**config.mk**
```make
export PLATFORM = sky130hd
export DESIGN_NAME = echo_escape_stream_decoder_core
export DESIGN_NICKNAME = d
export VERILOG_FILES = /design/src/rtl/eesd_pkg.sv /design/src/rtl/eesd_front.sv /design/src/rtl/eesd_queue.sv /design/src/rtl/eesd_back.sv /design/src/rtl/echo_escape_stream_decoder_core.sv
export SDC_FILE = /design/constraint.sdc
export NUM_CORES = 1
export LEC_CHECK = 0
export BUFFER_PORTS_ARGS = -buffer_cell sky130_fd_sc_hd__buf_2
export CORE_ASPECT_RATIO = 1.4
export CORE_UTILIZATION = 65
export CTS_BUF_LIST = sky130_fd_sc_hd__clkbuf_8 sky130_fd_sc_hd__clkbuf_16
export CTS_CLUSTER_DIAMETER = 100
export DETAILED_ROUTE_END_ITERATION = 12
export GPL_ROUTABILITY_DRIVEN = 0
export PLACE_DENSITY_LB_ADDON = 0.08
export RECOVER_POWER = 100
export REMOVE_ABC_BUFFERS = 1
export SETUP_SLACK_MARGIN = 0.4
export SYNTH_ARGS = -nofsm -noshare
export SYNTH_HDL_FRONTEND = slang
export SYNTH_SLANG_ARGS = --single-unit
```
**constraint.sdc**
```tcl
create_clock -name i_clk -period 6.8 [get_ports i_clk]
set_clock_uncertainty 0.05 [all_clocks]
set_input_delay 1.36 -clock i_clk [delete_from_list [all_inputs] [get_ports i_clk]]
set_output_delay 1.36 -clock i_clk [all_outputs]
set_load 0.01 [all_outputs]
```
**src/rtl/eesd_pkg.sv**
```systemverilog
`timescale 1ns / 1ps

package eesd_pkg;

    typedef enum logic [1:0] {
        MODE_BYTE    = 2'd0,
        MODE_ARG_END = 2'd1,
        MODE_CMD_END = 2'd2,
        MODE_UNUSED  = 2'd3
    } t_mode;

    typedef enum logic [1:0] {
        PH_NORMAL = 2'd0,
        PH_ESCAPE = 2'd1,
        PH_OCTAL  = 2'd2,
        PH_SILENT = 2'd3
    } t_phase;

    typedef enum logic {
        CFG_BSD_STYLE    = 1'b0,
        CFG_ALERT_ENABLE = 1'b1
    } t_cfg_reg;

    localparam int CFG_IDX_W = 2;

    localparam logic [7:0] CH_BACKSLASH = 8'h5C;
    localparam logic [7:0] CH_SPACE     = 8'h20;
    localparam logic [7:0] CH_NEWLINE   = 8'h0A;
    localparam logic [7:0] CH_DASH      = 8'h2D;
    localparam logic [7:0] CH_0         = 8'h30;
    localparam logic [7:0] CH_7         = 8'h37;
    localparam logic [7:0] CH_A         = 8'h61;
    localparam logic [7:0] CH_B         = 8'h62;
    localparam logic [7:0] CH_C         = 8'h63;
    localparam logic [7:0] CH_F         = 8'h66;
    localparam logic [7:0] CH_N         = 8'h6E;
    localparam logic [7:0] CH_R         = 8'h72;
    localparam logic [7:0] CH_T         = 8'h74;
    localparam logic [7:0] CH_V         = 8'h76;
    localparam logic [7:0] CODE_BELL    = 8'h07;
    localparam logic [7:0] CODE_BS      = 8'h08;
    localparam logic [7:0] CODE_TAB     = 8'h09;
    localparam logic [7:0] CODE_VT      = 8'h0B;
    localparam logic [7:0] CODE_FF      = 8'h0C;
    localparam logic [7:0] CODE_CR      = 8'h0D;

    typedef struct packed {
        logic [1:0] mode;
        logic [7:0] data_byte;
    } t_in_item;

    typedef struct packed {
        logic [7:0] out_byte;
        logic       last;
    } t_out_item;

    // Up to three output bytes produced by one input item
    typedef struct packed {
        logic [2:0][7:0] bytes;
        logic [1:0]      count;
    } t_bundle;

endpackage

```
**src/rtl/eesd_front.sv**
```systemverilog
`timescale 1ns / 1ps

module eesd_front import eesd_pkg::*; (
    input  logic                 i_clk,
    input  logic                 i_rst_n,
    input  logic                 i_in_valid,
    output logic                 o_in_stall,
    input  t_in_item             i_in_data,
    input  logic                 i_cfg_valid,
    input  logic [CFG_IDX_W-1:0] i_cfg_index,
    input  logic                 i_cfg_data,
    input  logic                 i_q_full,
    output logic                 o_push,
    output t_bundle              o_bundle
);

    logic   r_bsd;
    logic   r_alert;
    t_phase r_phase;
    t_phase n_phase;
    logic [7:0] r_oval;
    logic [7:0] n_oval;
    logic [1:0] r_ocnt;
    logic [1:0] n_ocnt;
    logic       r_first;
    logic       n_first;
    logic [1:0] r_held;
    logic [1:0] n_held;
    logic       r_supp;
    logic       n_supp;
    logic [1:0] r_bia;
    logic [1:0] n_bia;

    t_bundle    bd;
    logic [7:0] d;
    logic [7:0] oct_next;
    logic       accept;

    function automatic t_bundle put_byte(input t_bundle b_in, input logic [7:0] x);
        t_bundle res;
        res = b_in;
        res.bytes[res.count] = x;
        res.count = res.count + 2'd1;
        return res;
    endfunction

    assign o_in_stall = i_q_full;
    assign accept     = i_in_valid && !i_q_full;
    assign o_push     = accept && (bd.count != 2'd0);
    assign o_bundle   = bd;

    always_ff @(posedge i_clk) begin
        if (!i_rst_n) begin
            r_bsd   <= 1'b0;
            r_alert <= 1'b0;
        end else if (i_cfg_valid) begin
            if (i_cfg_index == CFG_IDX_W'(CFG_BSD_STYLE)) begin
                r_bsd <= i_cfg_data;
            end else if (i_cfg_index == CFG_IDX_W'(CFG_ALERT_ENABLE)) begin
                r_alert <= i_cfg_data;
            end
        end
    end

    always_ff @(posedge i_clk) begin
        if (!i_rst_n) begin
            r_phase <= PH_NORMAL;
            r_oval  <= '0;
            r_ocnt  <= '0;
            r_first <= 1'b1;
            r_held  <= '0;
            r_supp  <= 1'b0;
            r_bia   <= '0;
        end else if (accept) begin
            r_phase <= n_phase;
            r_oval  <= n_oval;
            r_ocnt  <= n_ocnt;
            r_first <= n_first;
            r_held  <= n_held;
            r_supp  <= n_supp;
            r_bia   <= n_bia;
        end
    end

    always_comb begin
        n_phase  = r_phase;
        n_oval   = r_oval;
        n_ocnt   = r_ocnt;
        n_first  = r_first;
        n_held   = r_held;
        n_supp   = r_supp;
        n_bia    = r_bia;
        bd       = '0;
        d        = i_in_data.data_byte;
        oct_next = {r_oval[4:0], d[2:0]};

        case (i_in_data.mode)
            MODE_BYTE: begin
                if (r_bsd) begin
                    if (r_first && r_held == r_bia && r_bia < 2'd2 &&
                        d == ((r_bia == 2'd0) ? CH_DASH : CH_N)) begin
                        n_held = r_held + 2'd1;
                    end else begin
                        if (r_held >= 2'd1) bd = put_byte(bd, CH_DASH);
                        if (r_held >= 2'd2) bd = put_byte(bd, CH_N);
                        n_held = '0;
                        bd = put_byte(bd, d);
                    end
                    if (r_bia != 2'd3) n_bia = r_bia + 2'd1;
                end else begin
                    case (r_phase)
                        PH_NORMAL: begin
                            if (d == CH_BACKSLASH) n_phase = PH_ESCAPE;
                            else bd = put_byte(bd, d);
                        end
                        PH_OCTAL: begin
                            if (d inside {[CH_0:CH_7]}) begin
                                if (r_ocnt == 2'd2) begin
                                    bd      = put_byte(bd, oct_next);
                                    n_phase = PH_NORMAL;
                                    n_oval  = '0;
                                    n_ocnt  = '0;
                                end else begin
                                    n_oval = oct_next;
                                    n_ocnt = r_ocnt + 2'd1;
                                end
                            end else begin
                                bd      = put_byte(bd, r_oval);
                                n_phase = PH_NORMAL;
                                n_oval  = '0;
                                n_ocnt  = '0;
                                if (d == CH_BACKSLASH) n_phase = PH_ESCAPE;
                                else bd = put_byte(bd, d);
                            end
                        end
                        PH_ESCAPE: begin
                            n_phase = PH_NORMAL;
                            case (d)
                                CH_B:         bd = put_byte(bd, CODE_BS);
                                CH_F:         bd = put_byte(bd, CODE_FF);
                                CH_N:         bd = put_byte(bd, CH_NEWLINE);
                                CH_R:         bd = put_byte(bd, CODE_CR);
                                CH_T:         bd = put_byte(bd, CODE_TAB);
                                CH_V:         bd = put_byte(bd, CODE_VT);
                                CH_BACKSLASH: bd = put_byte(bd, CH_BACKSLASH);
                                CH_C:         n_phase = PH_SILENT;
                                CH_0: begin
                                    n_phase = PH_OCTAL;
                                    n_oval  = '0;
                                    n_ocnt  = '0;
                                end
                                CH_A: begin
                                    if (r_alert) begin
                                        bd = put_byte(bd, CODE_BELL);
                                    end else begin
                                        bd = put_byte(bd, CH_BACKSLASH);
                                        bd = put_byte(bd, d);
                                    end
                                end
                                default: begin
                                    bd = put_byte(bd, CH_BACKSLASH);
                                    bd = put_byte(bd, d);
                                end
                            endcase
                        end
                        default: begin
                        end
                    endcase
                end
            end
            MODE_ARG_END, MODE_CMD_END: begin
                if (r_bsd) begin
                    if (r_first && r_held == 2'd2 && r_bia == 2'd2) begin
                        n_supp = 1'b1;
                    end else begin
                        if (r_held >= 2'd1) bd = put_byte(bd, CH_DASH);
                        if (r_held >= 2'd2) bd = put_byte(bd, CH_N);
                        if (i_in_data.mode == MODE_ARG_END) bd = put_byte(bd, CH_SPACE);
                        else if (!r_supp) bd = put_byte(bd, CH_NEWLINE);
                    end
                end else if (r_phase != PH_SILENT) begin
                    if (r_phase == PH_ESCAPE) bd = put_byte(bd, CH_BACKSLASH);
                    else if (r_phase == PH_OCTAL) bd = put_byte(bd, r_oval);
                    bd = put_byte(bd, (i_in_data.mode == MODE_ARG_END) ? CH_SPACE
                                                                      : CH_NEWLINE);
                    n_phase = PH_NORMAL;
                    n_oval  = '0;
                    n_ocnt  = '0;
                end
                n_first = 1'b0;
                n_held  = '0;
                n_bia   = '0;
                if (i_in_data.mode == MODE_CMD_END) begin
                    n_phase = PH_NORMAL;
                    n_oval  = '0;
                    n_ocnt  = '0;
                    n_first = 1'b1;
                    n_supp  = 1'b0;
                end
            end
            default: begin
            end
        endcase
    end

endmodule

```
**src/rtl/eesd_queue.sv**
```systemverilog
`timescale 1ns / 1ps

module eesd_queue import eesd_pkg::*; #(
    parameter int DEPTH = 4
) (
    input  logic    i_clk,
    input  logic    i_rst_n,
    input  logic    i_push,
    input  t_bundle i_bundle,
    input  logic    i_pop,
    output logic    o_full,
    output logic    o_empty,
    output t_bundle o_head
);

    localparam int PTR_W = (DEPTH > 1) ? $clog2(DEPTH) : 1;
    localparam int CNT_W = $clog2(DEPTH + 1);

    t_bundle            r_mem [DEPTH];
    logic [PTR_W-1:0]   r_wr_ptr;
    logic [PTR_W-1:0]   r_rd_ptr;
    logic [CNT_W-1:0]   r_count;

    function automatic logic [PTR_W-1:0] ptr_inc(input logic [PTR_W-1:0] p);
        return (p == PTR_W'(DEPTH - 1)) ? '0 : p + PTR_W'(1);
    endfunction

    assign o_full  = (r_count == CNT_W'(DEPTH));
    assign o_empty = (r_count == '0);
    assign o_head  = r_mem[r_rd_ptr];

    always_ff @(posedge i_clk) begin
        if (i_push) r_mem[r_wr_ptr] <= i_bundle;
    end

    always_ff @(posedge i_clk) begin
        if (!i_rst_n) begin
            r_wr_ptr <= '0;
            r_rd_ptr <= '0;
            r_count  <= '0;
        end else begin
            if (i_push) r_wr_ptr <= ptr_inc(r_wr_ptr);
            if (i_pop)  r_rd_ptr <= ptr_inc(r_rd_ptr);
            if (i_push && !i_pop) r_count <= r_count + CNT_W'(1);
            else if (i_pop && !i_push) r_count <= r_count - CNT_W'(1);
        end
    end

endmodule

```
**src/rtl/eesd_back.sv**
```systemverilog
`timescale 1ns / 1ps

module eesd_back import eesd_pkg::*; (
    input  logic      i_clk,
    input  logic      i_rst_n,
    input  logic      i_q_empty,
    input  t_bundle   i_head,
    output logic      o_pop,
    output logic      o_out_valid,
    input  logic      i_out_stall,
    output t_out_item o_out_data
);

    logic       r_out_valid;
    t_out_item  r_out;
    logic [1:0] r_idx;
    logic       load;
    logic       is_last;

    assign load        = !r_out_valid || !i_out_stall;
    assign is_last     = (r_idx == i_head.count - 2'd1);
    assign o_pop       = load && !i_q_empty && is_last;
    assign o_out_valid = r_out_valid;
    assign o_out_data  = r_out;

    always_ff @(posedge i_clk) begin
        if (load && !i_q_empty) begin
            r_out.out_byte <= i_head.bytes[r_idx];
            r_out.last     <= is_last;
        end
    end

    always_ff @(posedge i_clk) begin
        if (!i_rst_n) begin
            r_out_valid <= 1'b0;
            r_idx       <= '0;
        end else if (load) begin
            r_out_valid <= !i_q_empty;
            if (!i_q_empty) r_idx <= is_last ? 2'd0 : r_idx + 2'd1;
        end
    end

endmodule

```
**src/rtl/echo_escape_stream_decoder_core.sv**
```systemverilog
`timescale 1ns / 1ps

// Echo output decoder. Takes one input transfer (argument byte or boundary
// mark) per cycle while the queue has room and turns it into zero to three
// output bytes, one output transfer per cycle unless the output stalls; the
// last byte of each item carries last. The front end decodes an item in the
// cycle it is accepted and posts its bytes to a QUEUE_DEPTH-entry queue;
// input stall rises only when that queue is full. Bytes pass through the
// queue entry and output register. Sustained input rate is one item per
// cycle while items average at most one output byte and output does not stall. Write
// the style and alert registers only while idle; cfg ready is always high.
module echo_escape_stream_decoder_core import eesd_pkg::*; #(
    parameter int QUEUE_DEPTH = 4
) (
    input  logic                 i_clk,
    input  logic                 i_rst_n,
    input  logic                 i_in_valid,
    output logic                 o_in_stall,
    input  t_in_item             i_in_data,
    output logic                 o_out_valid,
    input  logic                 i_out_stall,
    output t_out_item            o_out_data,
    input  logic                 i_cfg_valid,
    output logic                 o_cfg_ready,
    input  logic [CFG_IDX_W-1:0] i_cfg_index,
    input  logic                 i_cfg_data
);

    logic    q_full;
    logic    q_empty;
    logic    q_push;
    logic    q_pop;
    t_bundle q_in;
    t_bundle q_head;

    assign o_cfg_ready = 1'b1;

    eesd_front u_front (
        .i_clk       (i_clk),
        .i_rst_n     (i_rst_n),
        .i_in_valid  (i_in_valid),
        .o_in_stall  (o_in_stall),
        .i_in_data   (i_in_data),
        .i_cfg_valid (i_cfg_valid),
        .i_cfg_index (i_cfg_index),
        .i_cfg_data  (i_cfg_data),
        .i_q_full    (q_full),
        .o_push      (q_push),
        .o_bundle    (q_in)
    );

    eesd_queue #(
        .DEPTH (QUEUE_DEPTH)
    ) u_queue (
        .i_clk    (i_clk),
        .i_rst_n  (i_rst_n),
        .i_push   (q_push),
        .i_bundle (q_in),
        .i_pop    (q_pop),
        .o_full   (q_full),
        .o_empty  (q_empty),
        .o_head   (q_head)
    );

    eesd_back u_back (
        .i_clk       (i_clk),
        .i_rst_n     (i_rst_n),
        .i_q_empty   (q_empty),
        .i_head      (q_head),
        .o_pop       (q_pop),
        .o_out_valid (o_out_valid),
        .i_out_stall (i_out_stall),
        .o_out_data  (o_out_data)
    );

endmodule
```
* After elaboration in Yosys (flattened, before gate mapping)
Memories as Yosys holds them, arrays and structs flattened. A register that Yosys moved wholly into a read port is not among the register bits.
Index checks and enable logic that the tools add are counted.
** Cells by class
- Add/sub/neg operators :: 14
- Magnitude comparators :: 16
- Equal/unequal tests :: 36
- Multiplexer cells :: 96
- Bitwise logic cells :: 14
- Reduce and logical (&&, ||, !) cells :: 45
** Operators by type and width (count)
- $mux W26 :: 26
- $pmux W26 S9 :: 1
- $mux W8 :: 14
- $demux W8 S2 :: 5
- $pmux W26 S3 :: 1
- $eq A8 B7 Y1 const B :: 9
- $pmux W26 S2 :: 1
- $bwmux W24 :: 2
- $mux W2 :: 20
- $mux W18 :: 2
- $pmux W8 S2 :: 2
- $mux W10 :: 3
- $or A15 B15 Y15 :: 2
- $pmux W2 S2 :: 6
- $add A2 B1 Y2 const B :: 11
- $and A21 B21 Y21 :: 1
- $not A21 Y21 :: 1
- $and A18 B18 Y18 :: 1
- $and A9 B9 Y9 :: 2
- $lt A2 B3 Y1 const B :: 6
- $not A18 Y18 :: 1
- $not A9 Y9 :: 2
- $logic_and A1 B1 Y1 :: 17
- $bmux W8 S2 :: 1
- 40 further kinds :: 84
** Word-level totals
- Flip-flop bits (word level) :: 39
- RAM bits :: 104
- Input bits :: 18
- Output and inout port bits :: 12
- Word-level logic and storage cells :: 238
- Memories :: 1
** Memories
- u_queue.r_mem :: words 4, bits a word 26, read ports 1, clocked after memory_dff 1, write ports 1, line eesd_queue.sv:19 : t_bundle r_mem [DEPTH];

* Logic depth before layout (Yosys ltp)
Gate-level depths: netlist of run 1.
- Word-level depth :: 33
- Gate-level depth with buffers :: 15
- Gate-level depth less buffers :: 14

* Modules after synthesis
From an unflattened synthesis of run 1, not the netlist that was laid out.
** Unflattened totals
- Cells, all modules :: 608
- Area, all modules :: 7445.9 um^2
** By module, submodules not included
- eesd_queue :: instances 1, cells an instance 180, area an instance 4255.3 um^2, seq. area each 3303.2 um^2
- eesd_front :: instances 1, cells an instance 367, area an instance 2548.7 um^2, seq. area each 400.4 um^2
- eesd_back :: instances 1, cells an instance 59, area an instance 630.6 um^2, seq. area each 330.3 um^2
- echo_escape_stream_decoder_core :: instances 1, cells an instance 2, area an instance 11.3 um^2, seq. area each 0.0 um^2

* Least setup slack after synthesis of run 1
No wires, ideal clock.
- Path type :: input port to flip-flop
- Start point :: in i_in_data[9] (netlist name)
- End point :: reg u_queue.r_count[2]
- Setup time :: 76 ps
- Arrival time :: 4202 ps
- Data required time :: 6674 ps
- Setup slack :: 2472 ps
- Stages :: 15
- Path buffers :: 2
- Path through :: inv_1 ha_1 clkbuf_1 nand2b_1 or2_2 clkbuf_1 nor2_1 a211oi_1 a21boi_2 ha_1 inv_1 fa_1 xor2_1 or3_1 a21boi_0
** On the way
- Word-level cells in the longest chain between the ends :: 10
- Elaborated cells between the ends (all ways) :: 15
- Classes of those cells :: 2 x eq/ne; 5 x mux; 8 x reduce/logical
** RTL lines
- start, declared :: line echo_escape_stream_decoder_core.sv:19 : input t_in_item i_in_data,
- $eq A2 B1 Y1 :: line eesd_front.sv:97, eesd_front.sv:178
- $mux W26 :: line eesd_front.sv:178 : if (i_in_data.mode == MODE_ARG_END) bd = put_byte(bd, CH_SPACE);
- $mux W26 :: line eesd_front.sv:173 : if (r_first && r_held == 2'd2 && r_bia == 2'd2) begin
- $mux W26 :: line eesd_front.sv:172 : if (r_bsd) begin
- $pmux W26 S2 * :: line eesd_front.sv:97 : case (i_in_data.mode)
- $reduce_bool A2 Y1 * :: line eesd_front.sv:49 : assign o_push = accept && (bd.count != 2'd0);
- $logic_and A1 B1 Y1 * :: line eesd_front.sv:49
- net q_push :: line echo_escape_stream_decoder_core.sv:31 : logic q_push;
- $logic_not A1 Y1 :: line eesd_queue.sv:45 : else if (i_pop && !i_push) r_count <= r_count - CNT_W'(1);
- $logic_and A1 B1 Y1 :: line eesd_queue.sv:45
- $reduce_bool A2 Y1 (no source line)
- end signal, assigned :: line eesd_queue.sv:44 : if (i_push && !i_pop) r_count <= r_count + CNT_W'(1);
- end signal, assigned :: line eesd_queue.sv:45
- end, declared :: line eesd_queue.sv:22 : logic [CNT_W-1:0] r_count;
The timed path passes the listed nets; every way through them passes the cells marked *.
A chain may end at the register's enable or synchronous reset.

* Final worst setup path of run 1
- Start point :: in i_in_data[4] (netlist name)
- End point :: mem u_queue.r_mem[0][13] (netlist name), enable pin
** On the way
- Word-level cells in the longest chain between the ends :: 10
- Elaborated cells between the ends (all ways) :: 28
- Classes of those cells :: 2 x order compare; 11 x eq/ne; 10 x mux; 5 x reduce/logical
** RTL lines
- $ge A8 B6 Y1 (tied with other cells) :: line eesd_front.sv:117 : if (d inside {[CH_0:CH_7]}) begin
- $logic_and A1 B1 Y1 (tied with other cells) :: line eesd_front.sv:117
- $mux W26 or $pmux W26 S9 (tied branches) :: line eesd_front.sv:117, eesd_front.sv:138
- $pmux W26 S3 :: line eesd_front.sv:111 : case (r_phase)
- $mux W26 * :: line eesd_front.sv:99 : if (r_bsd) begin
- $pmux W26 S2 * :: line eesd_front.sv:97
- $reduce_bool A2 Y1 * :: line eesd_front.sv:49
- $logic_and A1 B1 Y1 * :: line eesd_front.sv:49
- net q_push :: line echo_escape_stream_decoder_core.sv:31
- $mux W1 * :: line eesd_queue.sv:33 : if (i_push) r_mem[r_wr_ptr] <= i_bundle;
- $mux W1 (implied by the code) * :: line eesd_queue.sv:33
- end, declared :: line eesd_queue.sv:19
Marks and branches as above.

==> impl_metrics.env, run 1 <==
export IMPL_rsz0062_at_grt="false"
export IMPL_hpwl_mm=11.9
export IMPL_grt_max_degree=33
export IMPL_hold_buffers=0
export IMPL_fin_tns_setup_ps=0
export IMPL_numCtsBuffers=17
export IMPL_critPathCaptureType="register"
export IMPL_synth_area_leaders="edfxtp_1, dfxtp_1, mux4_2"
export IMPL_r2r_start="u_front.r_bia[1]"
export IMPL_rrSetupSlack_ps=1790
export IMPL_critPathLaunchType="input port"
export IMPL_wl_per_cell_um=23.3
export IMPL_grtUsageMet3=0.0500
export IMPL_finalHoldViolations=0
export IMPL_synth_top_family_by_area="simple AND/OR/NAND/NOR gates"
export IMPL_tightest_slew_ps=1790
export IMPL_die_h_um=127
export IMPL_synth_top_cell_area_share=0.466
export IMPL_hold_class="reg2reg"
export IMPL_worstSetupPathType="in2reg"
export IMPL_dp_cells=742
export IMPL_post_place_ws_ps=2000
export IMPL_synth_avg_cell_area_um2=12.0
export IMPL_synth_edff_count=113
export IMPL_crit_path_cell_trace="clkbuf_1 > nand4b_1 > and4bb_1 > a31o_2 > o22ai_1 > a211oi_1 > a21boi_0 > and2_0 > clkbuf_1"
export IMPL_post_cts_setup_buffers=0
export IMPL_finalSetupViolations=0
export IMPL_syn_to_final_growth_pct=10.3
export IMPL_yosysUniqueCellTypes=66
export IMPL_period_share=0.803
export IMPL_root_buffer="clkbuf_16"
export IMPL_drv_cap=5
export IMPL_num_rows=45
export IMPL_holdPathStages=2
export IMPL_ys_warn_count=0
export IMPL_crit_fanout=26
export IMPL_ctsResizeCount=0
export IMPL_slowest_stage="clkbuf_1"
export IMPL_io_pins=30
export IMPL_drtIter0Drc=519
export IMPL_firstDrtPassIters=5
export IMPL_ys_ff_latch=145
export IMPL_violations="max-capacitance violations, max-slew violations"
export IMPL_port_buffers=28
export IMPL_synth_fa_ha_area_frac=0.0440
export IMPL_cp_endpoint="u_queue.r_mem[0][13]"
export IMPL_htree_levels=4
export IMPL_antenna_found_initial=0
export IMPL_rr_worst_depth=10
export IMPL_relSlewSlack=-0.192
export IMPL_synth_compound_area_frac=0.122
export IMPL_coreArea_um2=10900
export IMPL_cts_tree="yes"
export IMPL_syn_inst=605
export IMPL_slew_violations=135
export IMPL_reg2reg_to="u_queue.r_mem[0][13]"
export IMPL_syn_cell_area_um2=7280
export IMPL_cts_buffer_depth=2
export IMPL_grt_pass1_wl_mm=28.0
export IMPL_initial_core_util=0.670
export IMPL_drive_above_1_share=0.118
export IMPL_ir_drop_v=0.000199
export IMPL_top_usage_layer="met2"
export IMPL_post_route_util=0.739
export IMPL_synth_seq_area_share=0.554
export IMPL_final_cell_count_no_fill=774
export IMPL_crit_path_start="i_in_data[4]"
export IMPL_clk_pin_slew_ps=60
export IMPL_grt_pass1_vias=5149
export IMPL_synth_simple_area_share=0.133
export IMPL_p_leak_nw=2.71
export IMPL_total_power_w=0.00255
export IMPL_run_status="complete, but fails checks"
export IMPL_arrival_ps=5410
export IMPL_vias=5153
export IMPL_drt_wl_total_mm=18.1
export IMPL_ys_flop_type="edfxtp_1"
export IMPL_fin_nets=663
export IMPL_globalRouteMet1Util=0.382
export IMPL_grt_usage=0.329
export IMPL_overflow=0
export IMPL_num_antenna_cells=0
export IMPL_layout_min_cycle_time_ps=5460
export IMPL_synth_top_cell_by_area="edfxtp_1"
export IMPL_die_area_um2=11600
export IMPL_postRouteAntennaNets=0
export IMPL_synth_xor_area_frac=0.00842
export IMPL_fmax_ghz=0.183
export IMPL_synthArstFlopShare=0
export IMPL_cp_common_cell="clkbuf_1"
export IMPL_layout_setup_ws_ps=1340
export IMPL_die_width_um=91.5
export IMPL_slowest_delay_ps=1290
export IMPL_numClockSinks=145
export IMPL_drc_errors=0
export IMPL_cp_required_ps=6750
export IMPL_use_met2=0.585
export IMPL_worstSkewPairLatency_ps=410
export IMPL_powerDensity_nw_per_um2=317
export IMPL_synth_mux_area_frac=0.102
export IMPL_vias_per_cell=6.66
[report_power, final]
group          internal (W)  switching [W]  total [W]
clock              0.000544       0.000368   0.000912
sequential          0.00107      0.0000846    0.00115
combinational      0.000209       0.000271   0.000480
[cells by family (layout without fill, tap and decap cells)]
family	Yosys count	after routing
flops	145	145
mux	42	42
fa+ha+maj	25	25
simple gates	184	184
buf+inv	67	95
xor+xnor	7	7
other cells	1	1
compound gates	134	134
[critical path, delay by kind of cell]
family,cells,cell delay [ps]
AO/OA/AOI/OAI,4,1670
buffers and inverters,2,1560
AND/OR/NAND/NOR,3,790
[final cells by class]
class / instances / area, um^2
inverters: 29 / 109
clock buffers: 17 / 425
well taps: 141 / 176
flip-flops and latches: 145 / 4030
fillers: 712 / 2830
multi-input cells: 393 / 2980
clock inverters: 15 / 160
repair buffers: 34 / 151
[synthesized netlist by cell type (all sizes together) (15+ instances only)]
master,count
edfxtp,113
nand2,55
dfxtp,32
inv,29
clkbuf,28
a21oi,27
mux4,26
nand3,25
ha,24
nor2,24
o21ai,24
a21boi,19
mux2i,16
nor2b,15
o22ai,15
[sequential cells by signal, summed over array words and instances, names as in the netlist, named ones only]
| name | count |
|---|---|
| u_front.r_supp | 1 |
| u_front.r_held | 2 |
| u_back.o_out_valid | 1 |
| u_front.r_oval | 8 |
| u_front.r_ocnt | 2 |
| u_queue.r_wr_ptr | 2 |
| u_front.r_phase | 2 |
| u_back.o_out_data | 9 |
| u_front.r_bsd | 1 |
| u_front.r_bia | 2 |
| u_front.r_first | 1 |
| u_queue.r_count | 3 |
| u_front.r_alert | 1 |
| u_queue.r_mem | 104 |
| u_back.r_idx | 2 |
| u_queue.r_rd_ptr | 2 |
[per-layer routing]
layer	wire length, um	up-vias
li1	-	2304
met1	6490	2475
met2	9420	305
met3	1220	69
met4	937	0
met5	0	-
[worst min path at each step]
stage	startpoint	to
floorplan	u_front.r_ocnt[1]	u_front.r_ocnt[1]
global placement	u_front.r_ocnt[1]	u_front.r_ocnt[1]
detailed placement	u_front.r_ocnt[1]	u_front.r_ocnt[1]
CTS	u_front.r_ocnt[1]	u_front.r_ocnt[1]
global route	u_front.r_oval[5]	u_front.r_oval[5]
finish	u_front.r_oval[6]	u_front.r_oval[6]
[per-stage QoR]
step | area [um^2] | hold WS, ps
6_report | 8030 | 443
3_5_place_dp | 7490 | 429
5_1_grt | 8030 | 466
4_1_cts | 8080 | 437
2_1_floorplan | 7130 | 399
3_3_place_gp | 7490 | 408
[cells in the final DEF (no fill, tap or decap), types with 3 or more instances in the layout]
cell type    n
ha_1        24
and3_1       6
a21boi_0    19
a31oi_1     11
inv_1       30
buf_2       13
dfxtp_1     32
clkbuf_16   17
o2bb2ai_1    4
a21oi_1     27
a21o_1       7
edfxtp_1   113
nor3_1       6
clkbuf_1    19
o22ai_1     15
nand2_1     55
nor4b_1      3
o21ai_0     24
xnor2_1      4
xor2_1       3
nand3_1     25
or3_1        3
nor3b_1      5
nand2b_1     9
inv_6        3
nand4_1      5
clkinv_4     4
mux4_2      26
a22o_1       3
nor2b_1     15
nor2_1      24
nor4bb_1     3
a32oi_1      3
and2_0      11
mux2i_1     16
Power figures use the tool's default switching activity.
==> run 2: changes to the inputs <==
--- a/config.mk
+++ b/config.mk
@@ -7,7 +7,7 @@
 export LEC_CHECK = 0
 export BUFFER_PORTS_ARGS = -buffer_cell sky130_fd_sc_hd__buf_2
 export CORE_ASPECT_RATIO = 1.4
-export CORE_UTILIZATION = 65
+export CORE_UTILIZATION = 62
 export CTS_BUF_LIST = sky130_fd_sc_hd__clkbuf_8 sky130_fd_sc_hd__clkbuf_16
 export CTS_CLUSTER_DIAMETER = 100
 export DETAILED_ROUTE_END_ITERATION = 12
==> constraint.sdc (replaced) <==
create_clock -name i_clk -period 5.4 [get_ports i_clk]
set_clock_uncertainty 0.05 [all_clocks]
set_input_delay 1.08 -clock i_clk [delete_from_list [all_inputs] [get_ports i_clk]]
set_output_delay 1.08 -clock i_clk [all_outputs]
set_load 0.01 [all_outputs]
==> run 2 against run 1 <==
Against the previous run:
- the run now ends clean
- clock power up 33%
- sequential power grew 23%
- critical path depth grew 4
- cell area rose by 0.75%
- wire length increased by 0.84%
- first-iteration DRC count shrank 21%
==> impl_metrics.env, run 2 (same netlist as run 1, synthesis figures left out) <==
export IMPL_layout_cells_most_common="edfxtp_1"
export IMPL_cts_tree="yes"
export IMPL_htree_levels=4
export IMPL_io_pins=30
export IMPL_worstSetupPathType="in2reg"
export IMPL_wl_met2_mm=9.38
export IMPL_numClockSinks=145
export IMPL_rrSetupSlack_ps=1300
export IMPL_vias=5256
export IMPL_top_register="u_queue.r_mem"
export IMPL_initial_core_util=0.639
export IMPL_critPathLaunchType="input port"
export IMPL_wl_met1_mm=6.47
export IMPL_cp_required_ps=5680
export IMPL_final_cell_count_no_fill=781
export IMPL_drc_errors=0
export IMPL_tightest_slew_ps=1290
export IMPL_post_cts_setup_buffers=0
export IMPL_worstSkewPairLatency_ps=420
export IMPL_layout_common_cells="edfxtp_1, nand2_1, dfxtp_1"
export IMPL_clk_pin_slew_ps=60
export IMPL_fin_nets=667
export IMPL_postRouteAntennaNets=0
export IMPL_syn_to_final_growth_pct=11.1
export IMPL_dr_wl_met3_mm=1.27
export IMPL_wl_per_cell_um=23.3
export IMPL_cts_buffer_depth=2
export IMPL_hold_class="reg2reg"
export IMPL_vias_per_cell=6.73
export IMPL_crit_path_start="i_in_data[1]"
export IMPL_hold_buffers=0
export IMPL_port_buffers=28
export IMPL_ctsResizeCount=0
export IMPL_die_h_um=130
export IMPL_place_area_um2=7530
export IMPL_r2r_start="u_front.r_bia[0]"
export IMPL_drive_above_1_share=0.124
export IMPL_layout_min_cycle_time_ps=4450
export IMPL_powerDensity_nw_per_um2=404
export IMPL_period_share=0.824
export IMPL_ir_drop_v=0.000275
export IMPL_root_buffer="clkbuf_16"
export IMPL_slew_violations=0
export IMPL_hold_end="u_front.r_oval[6]"
export IMPL_holdPathStages=2
export IMPL_die_area_um2=12200
export IMPL_run_status="completed"
export IMPL_drt_wl_total_mm=18.2
export IMPL_total_power_w=0.00327
export IMPL_overflow=0
export IMPL_grt_usage=0.324
export IMPL_die_width_um=93.6
export IMPL_min_from="u_front.r_oval[6]"
export IMPL_grt_pass1_vias=5269
export IMPL_dp_cells=749
export IMPL_grt_max_degree=33
export IMPL_drv_cap=0
export IMPL_fmax_ghz=0.225
export IMPL_nFillCells=818
export IMPL_top_layer="met4"
export IMPL_relSlewSlack=0.138
export IMPL_grt_pass1_wl_mm=28.3
export IMPL_hpwl_mm=12.5
export IMPL_fin_tns_setup_ps=0
export IMPL_largest_reg_flops=104
export IMPL_num_antenna_cells=0
export IMPL_firstDrtPassIters=5
export IMPL_critPathCaptureType="register"
export IMPL_reg2reg_to="u_queue.r_count[2]"
export IMPL_coreArea_um2=11400
export IMPL_num_rows=46
export IMPL_p_leak_nw=2.75
export IMPL_arrival_ps=4740
export IMPL_crit_fanout=14
export IMPL_antenna_found_initial=0
export IMPL_rsz0062_at_grt="false"
export IMPL_numCtsBuffers=17
export IMPL_rr_worst_depth=15
export IMPL_drtIter0Drc=411
export IMPL_final_cell_area_um2=8090
export IMPL_finalSetupViolations=0
export IMPL_finalHoldViolations=0
-- run 2: cell types whose count changed in the layout (fill, tap and decap cells not counted), sizes merged --
cell / before / now
inv: 34 / 33
buf: 15 / 16
clkinvlp: 2 / 3
clkinv: 6 / 4
clkbuf: 36 / 39
bufinv: 2 / 4
-- run 2: where the power goes --
part	switching [W]	internal [W]	leakage, nW
clock	0.000442	0.000770	0.296
sequential	0.0000706	0.00135	1.30
combinational	0.000378	0.000266	1.15
-- run 2: how the worst max path moves through the flow --
stage                                     to  slack, ps
after floorplan           u_queue.r_count[2]       1500
after global placement    u_queue.r_count[2]       1070
after detailed placement  u_queue.r_count[2]        870
after CTS                 u_queue.r_count[2]       1280
after global routing      u_queue.r_count[2]        660
final                     u_queue.r_count[2]        950
-- run 2: through the flow --
stage | util | hold slack [ps] | worst slack (ps)
2_1_floorplan | - | 399 | 1500
3_3_place_gp | 0.661 | 409 | 1070
3_5_place_dp | 0.661 | 425 | 874
4_1_cts | 0.715 | 433 | 1280
5_1_grt | 0.710 | 463 | 657
6_report | 0.710 | 439 | 948
-- run 2: worst max-delay path, cell delays in order --
cell and delay (ps):
clkbuf_1 450, nor2_1 180, and4bb_1 330, a31o_2 270
o22ai_1 420, a211oi_1 190, a21boi_2 380, ha_1 260
inv_1 70, fa_1 390, xor2_1 190, or3_1 310
a21boi_0 190
-- run 2: layout make-up --
cell class	count	area [um^2]	area share
timing repair buffer	38	174	0.0215
multi-input combinational	393	2980	0.368
inverter	29	109	0.0134
clock buffer	17	425	0.0526
sequential	145	4030	0.498
tap	144	180	0.0223
clock inverter	15	190	0.0235
-- run 2: metal layers --
metal / vias to the layer above / global-route usage
met5: - / 0
met4: 0 / 0.191
met3: 85 / 0.0589
met2: 347 / 0.580
met1: 2502 / 0.357
li1: 2322 / -
==> run 3: changes to the inputs <==
--- a/config.mk
+++ b/config.mk
@@ -7,7 +7,7 @@
 export LEC_CHECK = 0
 export BUFFER_PORTS_ARGS = -buffer_cell sky130_fd_sc_hd__buf_2
 export CORE_ASPECT_RATIO = 1.4
-export CORE_UTILIZATION = 62
+export CORE_UTILIZATION = 56
 export CTS_BUF_LIST = sky130_fd_sc_hd__clkbuf_8 sky130_fd_sc_hd__clkbuf_16
 export CTS_CLUSTER_DIAMETER = 100
 export DETAILED_ROUTE_END_ITERATION = 12
==> constraint.sdc (replaced) <==
create_clock -name i_clk -period 3.9 [get_ports i_clk]
set_clock_uncertainty 0.05 [all_clocks]
set_input_delay 0.78 -clock i_clk [delete_from_list [all_inputs] [get_ports i_clk]]
set_output_delay 0.78 -clock i_clk [all_outputs]
set_load 0.01 [all_outputs]
==> run 3 against run 2 <==
Against the previous run:
- the flow now finishes with violations (design-rule violations)
- via count shrank 2.9%
- highest routed layer unchanged
- cell area grew 0.43%
- setup slack lost 520 ps
- critical path type unchanged
==> impl_metrics.env, run 3 (same netlist as run 1, synthesis figures left out) <==
export IMPL_drv_cap=0
export IMPL_ir_drop_v=0.000288
export IMPL_rrSetupSlack_ps=460
export IMPL_die_width_um=98.4
export IMPL_hold_class="reg2reg"
export IMPL_syn_to_final_growth_pct=11.6
export IMPL_numCtsBuffers=17
export IMPL_hold_buffers=0
export IMPL_period_share=0.890
export IMPL_drtIter0Drc=279
export IMPL_die_h_um=137
export IMPL_grt_pass1_wl_mm=26.5
export IMPL_antenna_found_initial=0
export IMPL_finalHoldViolations=0
export IMPL_num_antenna_cells=0
export IMPL_io_pins=30
export IMPL_rr_worst_depth=14
export IMPL_hpwl_mm=11.4
export IMPL_min_from="u_back.o_out_valid"
export IMPL_crit_fanout=14
export IMPL_grt_max_degree=33
export IMPL_total_power_w=0.00439
export IMPL_cts_buffer_depth=2
export IMPL_vias_per_cell=6.40
export IMPL_wl_per_cell_um=21.2
export IMPL_worstSetupPathType="in2reg"
export IMPL_die_area_um2=13500
export IMPL_postRouteAntennaNets=0
export IMPL_fin_nets=677
export IMPL_port_buffers=28
export IMPL_firstDrtPassIters=12
export IMPL_drt_wl_total_mm=16.9
export IMPL_critPathCaptureType="register"
export IMPL_rsz0062_at_grt="false"
export IMPL_top_register="u_queue.r_mem"
export IMPL_drc_errors=1
export IMPL_worstSkewPairLatency_ps=420
export IMPL_largest_reg_flops=104
export IMPL_arrival_ps=3770
export IMPL_relSlewSlack=0.157
export IMPL_root_buffer="clkbuf_16"
export IMPL_grt_pass1_vias=4987
export IMPL_vias=5102
export IMPL_slew_violations=0
export IMPL_coreArea_um2=12500
export IMPL_critPathLaunchType="input port"
export IMPL_initial_core_util=0.583
export IMPL_hold_end="u_back.o_out_valid"
export IMPL_p_leak_nw=2.78
export IMPL_numClockSinks=145
export IMPL_r2r_start="u_front.r_bia[0]"
export IMPL_num_rows=48
export IMPL_htree_levels=4
export IMPL_layout_min_cycle_time_ps=3470
export IMPL_finalSetupViolations=0
export IMPL_fin_tns_setup_ps=0
export IMPL_reg2reg_to="u_queue.r_count[2]"
export IMPL_tightest_slew_ps=1260
export IMPL_cts_tree="yes"
export IMPL_overflow=0
export IMPL_violations="design-rule violations"
export IMPL_layout_common_cells="edfxtp_1, nand2_1, dfxtp_1"
export IMPL_run_status="complete, but fails checks"
export IMPL_layout_cells_most_common="edfxtp_1"
export IMPL_powerDensity_nw_per_um2=540
export IMPL_clk_pin_slew_ps=60
export IMPL_grt_usage=0.265
export IMPL_drive_above_1_share=0.139
export IMPL_cp_required_ps=4190
export IMPL_holdPathStages=2
export IMPL_fmax_ghz=0.288
## run 3: cell types whose count changed in the layout (fill, tap and decap cells not counted), sizes merged
cell      before  now
clkbuf        39   38
bufinv         4    2
clkinvlp       3    2
clkinv         4    6
buf           16   27
inv           33   34
## run 3: final cells by class
| type | count | area, um^2 |
|---|---|---|
| timing repair buffer | 48 | 243 |
| fill | 989 | 4360 |
| multi-input combinational | 393 | 2990 |
| clock buffer | 17 | 425 |
| clock inverter | 15 | 141 |
| inverter | 29 | 109 |
| tap | 150 | 188 |
| sequential | 145 | 4030 |
## run 3: critical path, stage by stage
cell and delay [ps]:
clkbuf_1 170, inv_1 90, ha_1 300, clkbuf_1 550, a22o_1 280, a211oi_1 80
a21boi_2 240, ha_1 220, inv_1 60, fa_1 370, xor2_1 180, or3_1 300
a21boi_0 150
## run 3: metal layers
metal,GRT usage,vias up,share of wire,wire [um]
met5,0,-,0,0
met4,0.150,0,0.057,967
met3,0.0470,88,0.049,830
met2,0.460,237,0.50,8390
met1,0.310,2436,0.40,6680
li1,-,2341,-,-
## run 3: stage by stage
stage	cell area (um^2)	hold slack (ps)	worst slack [ps]	utilization	instances
2_1_floorplan	7130	399	221	-	567
3_3_place_gp	7610	408	310	0.609	765
3_5_place_dp	7610	422	131	0.609	765
4_1_cts	8180	431	541	0.655	797
5_1_grt	8130	484	240	0.651	797
6_report	8130	445	428	0.651	797
## run 3: what timing repair did
item                                    CTS  global route
hold endpoints to repair                  0             0
setup buffers                             0             0
resized for setup                         0             6
endpoints found under the setup margin    0             1
## run 3: how the worst max path moves through the flow
stage / from / endpoint / slack, ps / depth (start not counted)
after floorplan: register / u_queue.r_count[2] / 220 / 10
after global placement: i_in_data[4] / u_queue.r_count[2] / 310 / 13
after detailed placement: i_in_data[9] / u_queue.r_count[2] / 130 / 14
after CTS: u_front.r_bia[0] / u_queue.r_count[2] / 540 / 14
after global routing: u_front.r_bia[0] / u_queue.r_count[2] / 240 / 14
final: i_in_data[8] / u_queue.r_count[2] / 430 / 13
## run 3: report_power, final
group | leakage, nW | switching (W) | internal (W) | total, W
Clock | 0.284 | 0.000624 | 0.000935 | 0.00156
Sequential | 1.30 | 0.0000765 | 0.00186 | 0.00194
Combinational | 1.19 | 0.000516 | 0.000376 | 0.000892
